`config.mk`:
```
export PLATFORM = sky130hd
export DESIGN_NAME = base_n_integer_parser_core
export DESIGN_NICKNAME = d
export VERILOG_FILES = /design/src/sv/bnip_pkg.sv /design/src/sv/bnip_base_check.sv /design/src/sv/base_n_integer_parser_core.sv
export SDC_FILE = /design/constraint.sdc
export NUM_CORES = 2
export LEC_CHECK = 0
export BUFFER_PORTS_ARGS = -buffer_cell sky130_fd_sc_hd__buf_4
export CAP_MARGIN = 20
export CORE_AREA = 2 2 261 263
export DETAILED_ROUTE_END_ITERATION = 7
export DIE_AREA = 0 0 263 265
export PLACE_DENSITY = 0.64
export REMOVE_ABC_BUFFERS = 1
export SLEW_MARGIN = 20
export SYNTH_ARGS = -nofsm -noshare
export SYNTH_HDL_FRONTEND = slang
export SYNTH_SLANG_ARGS = --single-unit
```
`constraint.sdc`:
```
create_clock -name clk -period 17.5 [get_ports clk]
set_input_delay 2.625 -clock clk [delete_from_list [all_inputs] [get_ports clk]]
set_output_delay 2.625 -clock clk [all_outputs]
set_load 0.01 [all_outputs]
```
`src/sv/bnip_pkg.sv`:
```
package bnip_pkg;

	// Widths fixed by the register and field formats.
	localparam int LEN_W     = 5;
	localparam int SYM_BITS  = 128;
	localparam int CFG_IDX_W = 2;
	localparam int CFG_DAT_W = 64;
	localparam int VAL_W     = 32;

	// Configuration register indexes.
	localparam logic [CFG_IDX_W-1:0] CFG_BASE_LENGTH  = 2'd0;
	localparam logic [CFG_IDX_W-1:0] CFG_SYMBOLS_LOW  = 2'd1;
	localparam logic [CFG_IDX_W-1:0] CFG_SYMBOLS_HIGH = 2'd2;

	// Reset alphabet: decimal digits "0123456789".
	localparam logic [LEN_W-1:0]     RST_BASE_LENGTH  = 5'd10;
	localparam logic [CFG_DAT_W-1:0] RST_SYMBOLS_LOW  = 64'h3736353433323130;
	localparam logic [CFG_DAT_W-1:0] RST_SYMBOLS_HIGH = 64'h0000000000003938;
	localparam logic                 RST_BASE_OK      = 1'b1;

	// Characters with a special meaning.
	localparam logic [7:0] CH_MINUS = 8'h2d;
	localparam logic [7:0] CH_PLUS  = 8'h2b;
	localparam logic [7:0] CH_SPACE = 8'h20;
	localparam logic [7:0] CH_TAB   = 8'h09;
	localparam logic [7:0] CH_LF    = 8'h0a;
	localparam logic [7:0] CH_VT    = 8'h0b;
	localparam logic [7:0] CH_FF    = 8'h0c;
	localparam logic [7:0] CH_CR    = 8'h0d;
	localparam logic [7:0] CH_NUL   = 8'h00;

	// Parse phases of one string.
	typedef enum logic [1:0] {
		PH_SPACE = 2'd0,
		PH_SIGN  = 2'd1,
		PH_DIGIT = 2'd2,
		PH_DONE  = 2'd3
	} phase_t;

	// Alphabet facts derived from the configuration registers.
	typedef struct packed {
		logic [LEN_W-1:0] len;
		logic             ok;
	} base_info_t;

	function automatic logic is_blank(input logic [7:0] c);
		return (c == CH_SPACE) || (c == CH_TAB) || (c == CH_LF) ||
			(c == CH_VT) || (c == CH_FF) || (c == CH_CR);
	endfunction

	function automatic logic is_sign(input logic [7:0] c);
		return (c == CH_PLUS) || (c == CH_MINUS);
	endfunction

endpackage

```
`src/sv/bnip_base_check.sv`:
```
module bnip_base_check import bnip_pkg::*; #(
	parameter int MAX_SYMBOLS = 16
) (
	input  logic                clk,
	input  logic                arst_n,
	input  logic [LEN_W-1:0]    base_length,
	input  logic [SYM_BITS-1:0] sym_all,
	output base_info_t          info
);

	logic [7:0]       sym [MAX_SYMBOLS];
	logic [LEN_W-1:0] used_len;
	logic [LEN_W-1:0] eff_len;
	logic             bad;
	base_info_t       info_q;

	// Split the packed alphabet into one byte per symbol lane.
	for (genvar g = 0; g < MAX_SYMBOLS; g++) begin : g_sym
		assign sym[g] = sym_all[8*g +: 8];
	end

	// The alphabet is cut at the configured length (at most the lane count) and at the first zero symbol.
	always_comb begin
		used_len = (base_length > LEN_W'(MAX_SYMBOLS)) ? LEN_W'(MAX_SYMBOLS) : base_length;
		eff_len  = used_len;
		for (int i = MAX_SYMBOLS - 1; i >= 0; i--) begin
			if ((LEN_W'(i) < used_len) && (sym[i] == CH_NUL)) begin
				eff_len = LEN_W'(i);
			end
		end
	end

	// A usable alphabet has no sign or blank symbols and no repeats.
	always_comb begin
		bad = 1'b0;
		for (int i = 0; i < MAX_SYMBOLS; i++) begin
			if (LEN_W'(i) < eff_len) begin
				if (is_sign(sym[i]) || is_blank(sym[i])) begin
					bad = 1'b1;
				end
				for (int j = 0; j < i; j++) begin
					if (sym[j] == sym[i]) begin
						bad = 1'b1;
					end
				end
			end
		end
	end

	// Registered so that the digit path sees a settled length.
	always_ff @(posedge clk or negedge arst_n) begin
		if (!arst_n) begin
			info_q.len <= RST_BASE_LENGTH;
			info_q.ok  <= RST_BASE_OK;
		end else begin
			info_q.len <= eff_len;
			info_q.ok  <= !bad && (eff_len >= LEN_W'(2));
		end
	end

	assign info = info_q;

endmodule

```
`src/sv/base_n_integer_parser_core.sv`:
```
// Signed integer parser for a configurable radix, one character per beat.
// Input channel (in_valid/in_ready) carries ch and last; a beat with last set
// closes the string. Leading blanks are skipped, then any run of '+' and '-'
// sets the sign, then digits from the configured alphabet accumulate. The
// first non-digit ends the number and later characters of the string are
// dropped.
// Output channel (out_valid/out_ready) carries one beat per string: value
// (wraps modulo 2^32) and base_ok for the alphabet in use.
// Config channel (cfg_valid/cfg_ready, cfg_index, cfg_data) writes
// base_length, symbols_low, symbols_high; write only while the parser is idle.
// Path: a character is held in the input register; the result of a string is
// registered in the output register when its last beat leaves the input register.
// Throughput: one character per cycle when not stalled by a config write,
// set by the accumulator multiply-add loop, which retires one digit each cycle.
// Stall: while a result waits for out_ready, characters of the next string
// still flow; only a further last beat waits in the input register.
// Reset: parse state clears and the alphabet returns to decimal "0123456789".
module base_n_integer_parser_core import bnip_pkg::*; #(
	parameter int MAX_SYMBOLS = 16
) (
	input  logic                       clk,
	input  logic                       arst_n,
	input  logic                       in_valid,
	output logic                       in_ready,
	input  logic [7:0]                 ch,
	input  logic                       last,
	output logic                       out_valid,
	input  logic                       out_ready,
	output logic signed [VAL_W-1:0]    value,
	output logic                       base_ok,
	input  logic                       cfg_valid,
	output logic                       cfg_ready,
	input  logic [CFG_IDX_W-1:0]       cfg_index,
	input  logic [CFG_DAT_W-1:0]       cfg_data
);

	localparam int POS_W = $clog2(MAX_SYMBOLS);

	logic [LEN_W-1:0]     length_q;
	logic [CFG_DAT_W-1:0] sym_lo_q;
	logic [CFG_DAT_W-1:0] sym_hi_q;
	logic [SYM_BITS-1:0]  sym_all;
	logic [7:0]           sym [MAX_SYMBOLS];
	base_info_t           info;

	logic                 valid_s1;
	logic [7:0]           ch_s1;
	logic                 last_s1;
	logic                 adv_s1;

	phase_t               phase_q;
	phase_t               ph_pre;
	phase_t               ph_mid;
	phase_t               phase_nx;
	logic                 neg_q;
	logic                 neg_nx;
	logic [VAL_W-1:0]     acc_q;
	logic [VAL_W-1:0]     acc_mul;
	logic [VAL_W-1:0]     acc_nx;
	logic                 hit;
	logic [POS_W-1:0]     pos;
	logic                 flip;
	logic [VAL_W-1:0]     result;

	logic                 out_valid_q;
	logic [VAL_W-1:0]     value_q;
	logic                 base_ok_q;

	// Configuration registers; the port never stalls.
	assign cfg_ready = 1'b1;

	always_ff @(posedge clk or negedge arst_n) begin
		if (!arst_n) begin
			length_q <= RST_BASE_LENGTH;
			sym_lo_q <= RST_SYMBOLS_LOW;
			sym_hi_q <= RST_SYMBOLS_HIGH;
		end else if (cfg_valid) begin
			case (cfg_index)
				CFG_BASE_LENGTH:  length_q <= cfg_data[LEN_W-1:0];
				CFG_SYMBOLS_LOW:  sym_lo_q <= cfg_data;
				CFG_SYMBOLS_HIGH: sym_hi_q <= cfg_data;
				default: ;
			endcase
		end
	end

	assign sym_all = {sym_hi_q, sym_lo_q};

	for (genvar g = 0; g < MAX_SYMBOLS; g++) begin : g_sym
		assign sym[g] = sym_all[8*g +: 8];
	end

	bnip_base_check #(
		.MAX_SYMBOLS(MAX_SYMBOLS)
	) u_base_check (
		.clk        (clk),
		.arst_n     (arst_n),
		.base_length(length_q),
		.sym_all    (sym_all),
		.info       (info)
	);

	// Input register. A last beat waits here while the output is still full;
	// no beat is taken in the cycle of a config write.
	assign adv_s1   = valid_s1 && (!last_s1 || !out_valid_q || out_ready);
	assign in_ready = (!valid_s1 || adv_s1) && !cfg_valid;

	always_ff @(posedge clk or negedge arst_n) begin
		if (!arst_n) begin
			valid_s1 <= 1'b0;
		end else if (in_ready) begin
			valid_s1 <= in_valid;
		end else if (adv_s1) begin
			valid_s1 <= 1'b0;
		end
	end

	always_ff @(posedge clk) begin
		if (in_ready && in_valid) begin
			ch_s1   <= ch;
			last_s1 <= last;
		end
	end

	// Digit lookup: lowest matching symbol inside the effective length.
	always_comb begin
		hit = 1'b0;
		pos = '0;
		for (int i = MAX_SYMBOLS - 1; i >= 0; i--) begin
			if ((sym[i] == ch_s1) && (LEN_W'(i) < info.len)) begin
				hit = 1'b1;
				pos = POS_W'(i);
			end
		end
	end

	// Next phase: blanks, then signs, then digits, then done until last.
	always_comb begin
		ph_pre = phase_q;
		if ((phase_q == PH_SPACE) && !is_blank(ch_s1)) begin
			ph_pre = PH_SIGN;
		end
		ph_mid = ph_pre;
		if ((ph_pre == PH_SIGN) && !is_sign(ch_s1)) begin
			ph_mid = PH_DIGIT;
		end
		phase_nx = ph_mid;
		if ((ph_mid == PH_DIGIT) && !hit) begin
			phase_nx = PH_DONE;
		end
	end

	// Sign flip and accumulator multiply-add for this character.
	always_comb begin
		flip    = (ph_pre == PH_SIGN) && (ch_s1 == CH_MINUS);
		neg_nx  = neg_q ^ flip;
		acc_mul = VAL_W'(acc_q * VAL_W'(info.len));
		acc_nx  = acc_q;
		if ((ph_mid == PH_DIGIT) && hit) begin
			acc_nx = acc_mul + VAL_W'(pos);
		end
		result = neg_nx ? (VAL_W'(0) - acc_nx) : acc_nx;
	end

	// Parse state; a last beat returns it to the start of a string.
	always_ff @(posedge clk or negedge arst_n) begin
		if (!arst_n) begin
			phase_q <= PH_SPACE;
			neg_q   <= 1'b0;
			acc_q   <= '0;
		end else if (adv_s1) begin
			if (last_s1) begin
				phase_q <= PH_SPACE;
				neg_q   <= 1'b0;
				acc_q   <= '0;
			end else begin
				phase_q <= phase_nx;
				neg_q   <= neg_nx;
				acc_q   <= acc_nx;
			end
		end
	end

	// Output register.
	always_ff @(posedge clk or negedge arst_n) begin
		if (!arst_n) begin
			out_valid_q <= 1'b0;
		end else if (adv_s1 && last_s1) begin
			out_valid_q <= 1'b1;
		end else if (out_ready) begin
			out_valid_q <= 1'b0;
		end
	end

	always_ff @(posedge clk) begin
		if (adv_s1 && last_s1) begin
			value_q   <= result;
			base_ok_q <= info.ok;
		end
	end

	assign out_valid = out_valid_q;
	assign value     = value_q;
	assign base_ok   = base_ok_q;

	// A beat is only taken when the input register has room.
	a_no_overwrite: assert property (@(posedge clk) disable iff (!arst_n)
		(in_valid && in_ready) |-> (!valid_s1 || adv_s1))
		else $error("input register overwritten");

	// A closed string leaves a clean parse state.
	a_clear_after_last: assert property (@(posedge clk) disable iff (!arst_n)
		(adv_s1 && last_s1) |=> (phase_q == PH_SPACE && acc_q == '0 && !neg_q))
		else $error("parse state not cleared after last beat");

	// Once parsing ended, it stays ended until the string closes.
	a_done_sticky: assert property (@(posedge clk) disable iff (!arst_n)
		(phase_q == PH_DONE && !(adv_s1 && last_s1)) |=> (phase_q == PH_DONE))
		else $error("parser left the done phase early");

	// A result appears only for a last beat.
	a_result_from_last: assert property (@(posedge clk) disable iff (!arst_n)
		$rose(out_valid_q) |-> $past(adv_s1 && last_s1))
		else $error("result without a last beat");

	// The effective alphabet never exceeds the lane count.
	a_len_bound: assert property (@(posedge clk) disable iff (!arst_n)
		info.len <= LEN_W'(MAX_SYMBOLS))
		else $error("effective length out of range");

endmodule

```
# Word level (Yosys, flattened, before mapping)
# Cells that the tools add are included.
# Widths: inputs -> output; s select.
# totals
ff_bits,218
inputBits,80
wordCells,751
# op_classes
n_addsub,2
n_mul,1
n_lt_le_gt_ge,50
eq_ne,276
n_mux,213
n_bitwise,1
n_reduce_logical,194
# op_table
op,count
$eq 8x8->1,136
$eq 8x4->1 const B,85
$eq 8x6->1 const B,51
$mux 1,173
$logic_not 8->1,16
$logic_or 1x1->1,121
$lt 4x5->1 const A,24
$mux 32,3
$mux 5,17
$mux 4,16
$lt 3x5->1 const A,12
$logic_and 1x1->1,42
$add 32x4->32,1
$mul 32x5->32,1
$sub 1x32->32 const A,1
$lt 1x5->1 const A,6
$lt 2x5->1 const A,6
$logic_not 1->1,8
$mux 2,4
$reduce_and 2->1,3
$ge 5x2->1 const B,1
$gt 5x5->1 const B,1
$eq 2x1->1 const B,2
$eq 2x2->1 const B,2
3 further kinds,5

# Longest topological paths before layout
# logic_depth
word_depth,174
mapped_depth,29
ltp_nobuf,27

# Modules after synthesis
# Synthesis repeated with hierarchy kept, for this count alone.
# hier_totals
hier_cells,3425
hier_area_um2,29529.6
# modules_own_cells
mod,n_inst,cells_per_inst,area_each_um2,seq_area_each_um2
base_n_integer_parser_core,1,1558,16129.2,5561.6
bnip_base_check,1,1867,13400.4,153.9

# Worst setup path after synthesis
# OpenSTA, ideal clock, no wires.
# synth_timing
kind,register -> register
startpoint,reg sym_lo_q[60]
endpoint,"reg value_q[31] (netlist: value[31]), data pin"
setup_ps,262
arrival_ps,5957
path_slack_ps,11281
path_stages_with_launch,25
cell_sequence,dfstp_2 > clkbuf_1 > xnor2_1 > nand3_1 > or4_1 > nand4_1 > nand2b_4 > nor2b_1 > fa_1 > ha_1 > inv_1 > fa_1 > inv_1 > ha_1 > nor2b_4 > o31ai_2 > a21oi_2 > a221oi_4 > o21ai_0 > xnor2_1 > o211ai_1 > or3b_1 > o41a_4 > o31ai_2 > xnor2_1
# synth_between
elab_chain_cells,14
# synth_rtl
element,line,text
"start, declared",base_n_integer_parser_core.sv:40,logic [CFG_DAT_W-1:0] sym_lo_q;
"start signal, assigned",base_n_integer_parser_core.sv:80,CFG_SYMBOLS_LOW: sym_lo_q <= cfg_data;
$eq 8x8->1 *,base_n_integer_parser_core.sv:130,if ((sym[i] == ch_s1) && (LEN_W'(i) < info.len)) begin
$logic_and 1x1->1 *,base_n_integer_parser_core.sv:130,
$mux 4 or $mux 1 (tied branches) (8 in series),base_n_integer_parser_core.sv:130,
$add 32x4->32 or $logic_and 1x1->1 (tied branches),"base_n_integer_parser_core.sv:160, base_n_integer_parser_core.sv:159",
$mux 32 *,base_n_integer_parser_core.sv:159,if ((ph_mid == PH_DIGIT) && hit) begin
$sub 1x32->32,base_n_integer_parser_core.sv:162,result = neg_nx ? (VAL_W'(0) - acc_nx) : acc_nx;
$mux 32 *,base_n_integer_parser_core.sv:162,
via result[31],base_n_integer_parser_core.sv:63,logic [VAL_W-1:0] result;
"end signal, assigned",base_n_integer_parser_core.sv:197,value_q <= result;
"end, declared",base_n_integer_parser_core.sv:66,logic [VAL_W-1:0] value_q;
# The timed path passes the listed nets; every way through them passes the cells marked *.
# A chain may end at the register's enable or synchronous reset.

# Worst setup path after layout
# layout_timing
startpoint,reg u_base_check.info_q (netlist bit u_base_check.info[2])
endpoint,"reg value_q[31] (netlist: value[31]), data pin"
# layout_between
elab_chain_cells,22
# layout_rtl
element,line,text
"start, declared",bnip_base_check.sv:15,base_info_t info_q;
$lt 4x5->1,base_n_integer_parser_core.sv:130,
$logic_and 1x1->1,base_n_integer_parser_core.sv:130,
$mux 4 or $mux 1 (tied branches) (16 in series),base_n_integer_parser_core.sv:130,
$add 32x4->32 or $logic_and 1x1->1 (tied branches),"base_n_integer_parser_core.sv:160, base_n_integer_parser_core.sv:159",
$mux 32 *,base_n_integer_parser_core.sv:159,
$sub 1x32->32,base_n_integer_parser_core.sv:162,
$mux 32 *,base_n_integer_parser_core.sv:162,
via result[31],base_n_integer_parser_core.sv:63,
# Marks and branches as above.

==> flow_metrics.py <==
metrics = {
    "clocking": {
        "cts_tree": "yes",
        "h-tree-depth": 1,
        "cts.sinks": 218,
        "cts_inserted_buffers": 29,
        "cts_root_buffer": "clkbuf_16",
        "postCtsSetupBuffers": 0,
        "clk_latency_ps": 650,
        "clkTransAtPathRegs_ps": 70,
        "clk_path_buf_depth": 3,
        "cts_hold_buf": 0,
        "cts_resized": 0,
    },
    "power_and_ir_drop": {
        "power.density_mw_per_mm2": 99.3,
        "p_leak_uw": 0.0125,
        "peakVddDrop_uv": 88.1,
    },
    "synth": {
        "synth_top_family_by_area": "XOR/XNOR gates",
        "synth-main-ff-cell": "dfrtp_1",
        "synth-simple-area-share": 0.161,
        "yosys_warnings": 0,
        "synth_cells": 3412,
        "seq_area_frac_synth": 0.195,
        "synth.mux.area_fraction": 0.0573,
        "synth_compound_area_frac": 0.0856,
        "avgSynthCellArea_sq_um": 8.58,
        "synthAdderAreaFrac": 0.0861,
        "synth_area_sq_mm": 0.0293,
        "yosys.area_share.xor_xnor": 0.348,
        "synth_cell_types": 102,
        "synth-edff-count": 42,
        "ys_seq_elements": 218,
        "synth_async_sr_flop_share": 0.807,
    },
    "critical_path": {
        "cp-end-kind": "register",
        "start_kind": "register",
        "worst-r2r-cell-count": 23,
        "rrSetupSlack_ps": 10130,
        "r2r_start": "u_base_check.info[2]$_DFF_PN1_",
        "reg2reg_to": "value[31]$_DFFE_PP_",
        "cp.required_ps": 17830,
        "arrival_ps": 7700,
        "path_max_fanout": 40,
        "critical_path_class": "reg -> reg",
    },
    "placement": {
        "placed_cell_area_sq_mm": 0.0308,
        "routabilityCongestion": 1.01,
        "port_buffers": 114,
        "place.detailed.hpwl_um": 72800,
    },
    "floorplanning": {
        "core_sq_mm": 0.0668,
        "chipWidth_um": 263,
        "dieArea_sq_mm": 0.0697,
        "num_rows": 95,
        "initial_core_util": 0.438,
        "ioPinCount": 116,
        "die_h_um": 265,
    },
    "hold_path": {
        "hold_start": "phase_q[0]$_DFFE_PN0P_",
        "hp-class": "reg -> reg",
        "min_to": "phase_q[0]$_DFFE_PN0P_",
        "whs_path_depth": 2,
    },
    "timing": {
        "fin_setup_tns_ps": 0,
        "slew_headroom": 0.231,
        "rsz0062_at_grt": "false",
        "clock.fmax_mhz": 136,
        "setup_viol": 0,
        "skew_ps": 78.1,
        "worst_pin_slew_ps": 1140,
        "final_max_slew_viol_count": 0,
        "hold_viol_final": 0,
        "min_period_ps": 7370,
        "period_share": 0.421,
    },
    "global_routing": {
        "grt_usage": 0.309,
        "grt_max_degree": 74,
        "antenna_found_initial": 0,
        "grt_pass1_wl_um": 165000,
        "overflow": 0,
        "grt_pass1_vias": 25200,
    },
    "routing": {
        "wire_per_inst_um": 25.8,
        "firstDrtPassIters": 5,
        "post-route-drc-count": 0,
        "routed_wl_um": 110000,
        "via_count": 25900,
        "ant_nets": 0,
        "vias_per_cell": 6.11,
        "drt-initial-drc-count": 2949,
    },
    "final_layout": {
        "fill_cells": 6466,
        "most-common-layout-cells": "xor2_1 (594), xnor2_1 (570), buf_4 (253), nand2_1 (225), nor4_1 (159)",
        "drive_gt1_frac": 0.153,
        "n_antenna_cell": 0,
        "finish.instance_area_sq_mm": 0.0318,
        "area_delta_synth_final_pct": 8.62,
        "nets": 3576,
        "final_common_cell": "xor2_1",
    },
    "job": {
        "cap_violations": 0,
    },
    "outcome": {
        "status": "completed",
    },
}
[report_power, final]
part	switching (uW)	internal [uW]	total, uW	leakage (uW)
logic	1120	703	1820	0.00948
registers	107	601	708	0.00250
clock network	259	366	625	0.000470
total	1490	1670	3160	0.0125
[flip-flops by register name, indices dropped and copies added, names as in the netlist]
register,count
sym_lo_q,64
ch_s1,8
base_ok,1
last_s1,1
out_valid,1
value,32
valid_s1,1
acc_q,32
u_base_check.info,6
sym_hi_q,64
length_q,5
phase_q,2
neg_q,1
[Yosys cell counts, types with 40 or more instances]
cell type	number	area share
dfrtp_1	136	0.12
o21ai_0	128	0.022
xor2_1	594	0.18
nor2_1	96	0.012
edfxtp_1	42	0.043
inv_1	119	0.015
nor4_1	159	0.034
mux2_2	133	0.051
dfstp_2	40	0.036
a21oi_1	79	0.014
nand2_1	225	0.029
clkbuf_1	164	0.021
fa_1	86	0.059
ha_1	63	0.027
nor3_1	41	0.0070
buf_2	49	0.0084
and2_1	71	0.015
buf_1	116	0.015
nand4_1	151	0.032
xnor2_1	571	0.17
[layer usage]
metal / GRT usage / vias to the layer above / wire [um]
met5: 0 / - / 0
met4: 0.201 / 0 / 8330
met3: 0.0795 / 447 / 12700
met2: 0.456 / 1555 / 45800
met1: 0.401 / 12600 / 42800
li1: - / 11300 / -
[how the worst max path moves through the flow]
stage                                   start                  end  slack (ps)  cells after the start
6_report       u_base_check.info[2]$_DFF_PN1_  value[31]$_DFFE_PP_       10130                     23
2_1_floorplan              ch_s1[1]$_DFFE_PP_  value[31]$_DFFE_PP_       11230                     23
4_1_cts        u_base_check.info[2]$_DFF_PN1_  value[31]$_DFFE_PP_       10120                     23
5_1_grt        u_base_check.info[4]$_DFF_PN1_  value[30]$_DFFE_PP_        9640                     23
3_5_place_dp   u_base_check.info[2]$_DFF_PN1_  value[31]$_DFFE_PP_       10200                     23
3_3_place_gp   u_base_check.info[4]$_DFF_PN1_  value[31]$_DFFE_PP_       10440                     23
[cell type report]
cell class	count	area, sq um	area share
clock inverter	10	144	0.00452
multi-input combinational	2723	21600	0.681
timing repair buffer	256	1940	0.0611
inverter	119	447	0.0140
clock buffer	43	818	0.0257
sequential	218	5720	0.180
tap	873	1090	0.0343
[worst max-delay path, cell delays in order (launching register included)]
cell and delay (ps):
dfstp_2 990, nor2_1 220, a2111oi_0 530, nand4_1 230, nand4_1 170, nand2b_4 180
nor2b_1 70, fa_1 470, ha_1 290, inv_1 50, fa_1 530, inv_1 60
ha_1 290, a211oi_1 210, o21bai_1 150, o21ai_0 410, a211oi_1 220, or3_1 380
a2111o_1 410, o32ai_1 360, o211a_1 270, nand4_1 150, o31ai_2 290, xnor2_1 100
[cells by family after synthesis]
| kind of cell | after synthesis |
|---|---|
| DFF | 218 |
| adders and majority gates | 150 |
| AOI/OAI and AO/OA | 383 |
| xor gates and xnor gates | 1165 |
| and+or+nand+nor | 873 |
| muxes | 151 |
| other | 1 |
| buffers and inverters | 471 |
[metrics by stage]
| stage | cells | util | power, uW | worst slack (ps) | hold slack [ps] |
|---|---|---|---|---|---|
| after floorplan | 3060 | - | 1890 | 11230 | 475 |
| final | 4242 | 0.476 | 3160 | 10130 | 548 |
| after detailed placement | 4187 | 0.461 | 2470 | 10200 | 509 |
| after global routing | 4242 | 0.476 | 3290 | 9640 | 576 |
| after global placement | 4187 | 0.461 | 2440 | 10440 | 506 |
| after CTS | 4240 | 0.476 | 3100 | 10120 | 539 |
(Power assumes the default switching activity.)
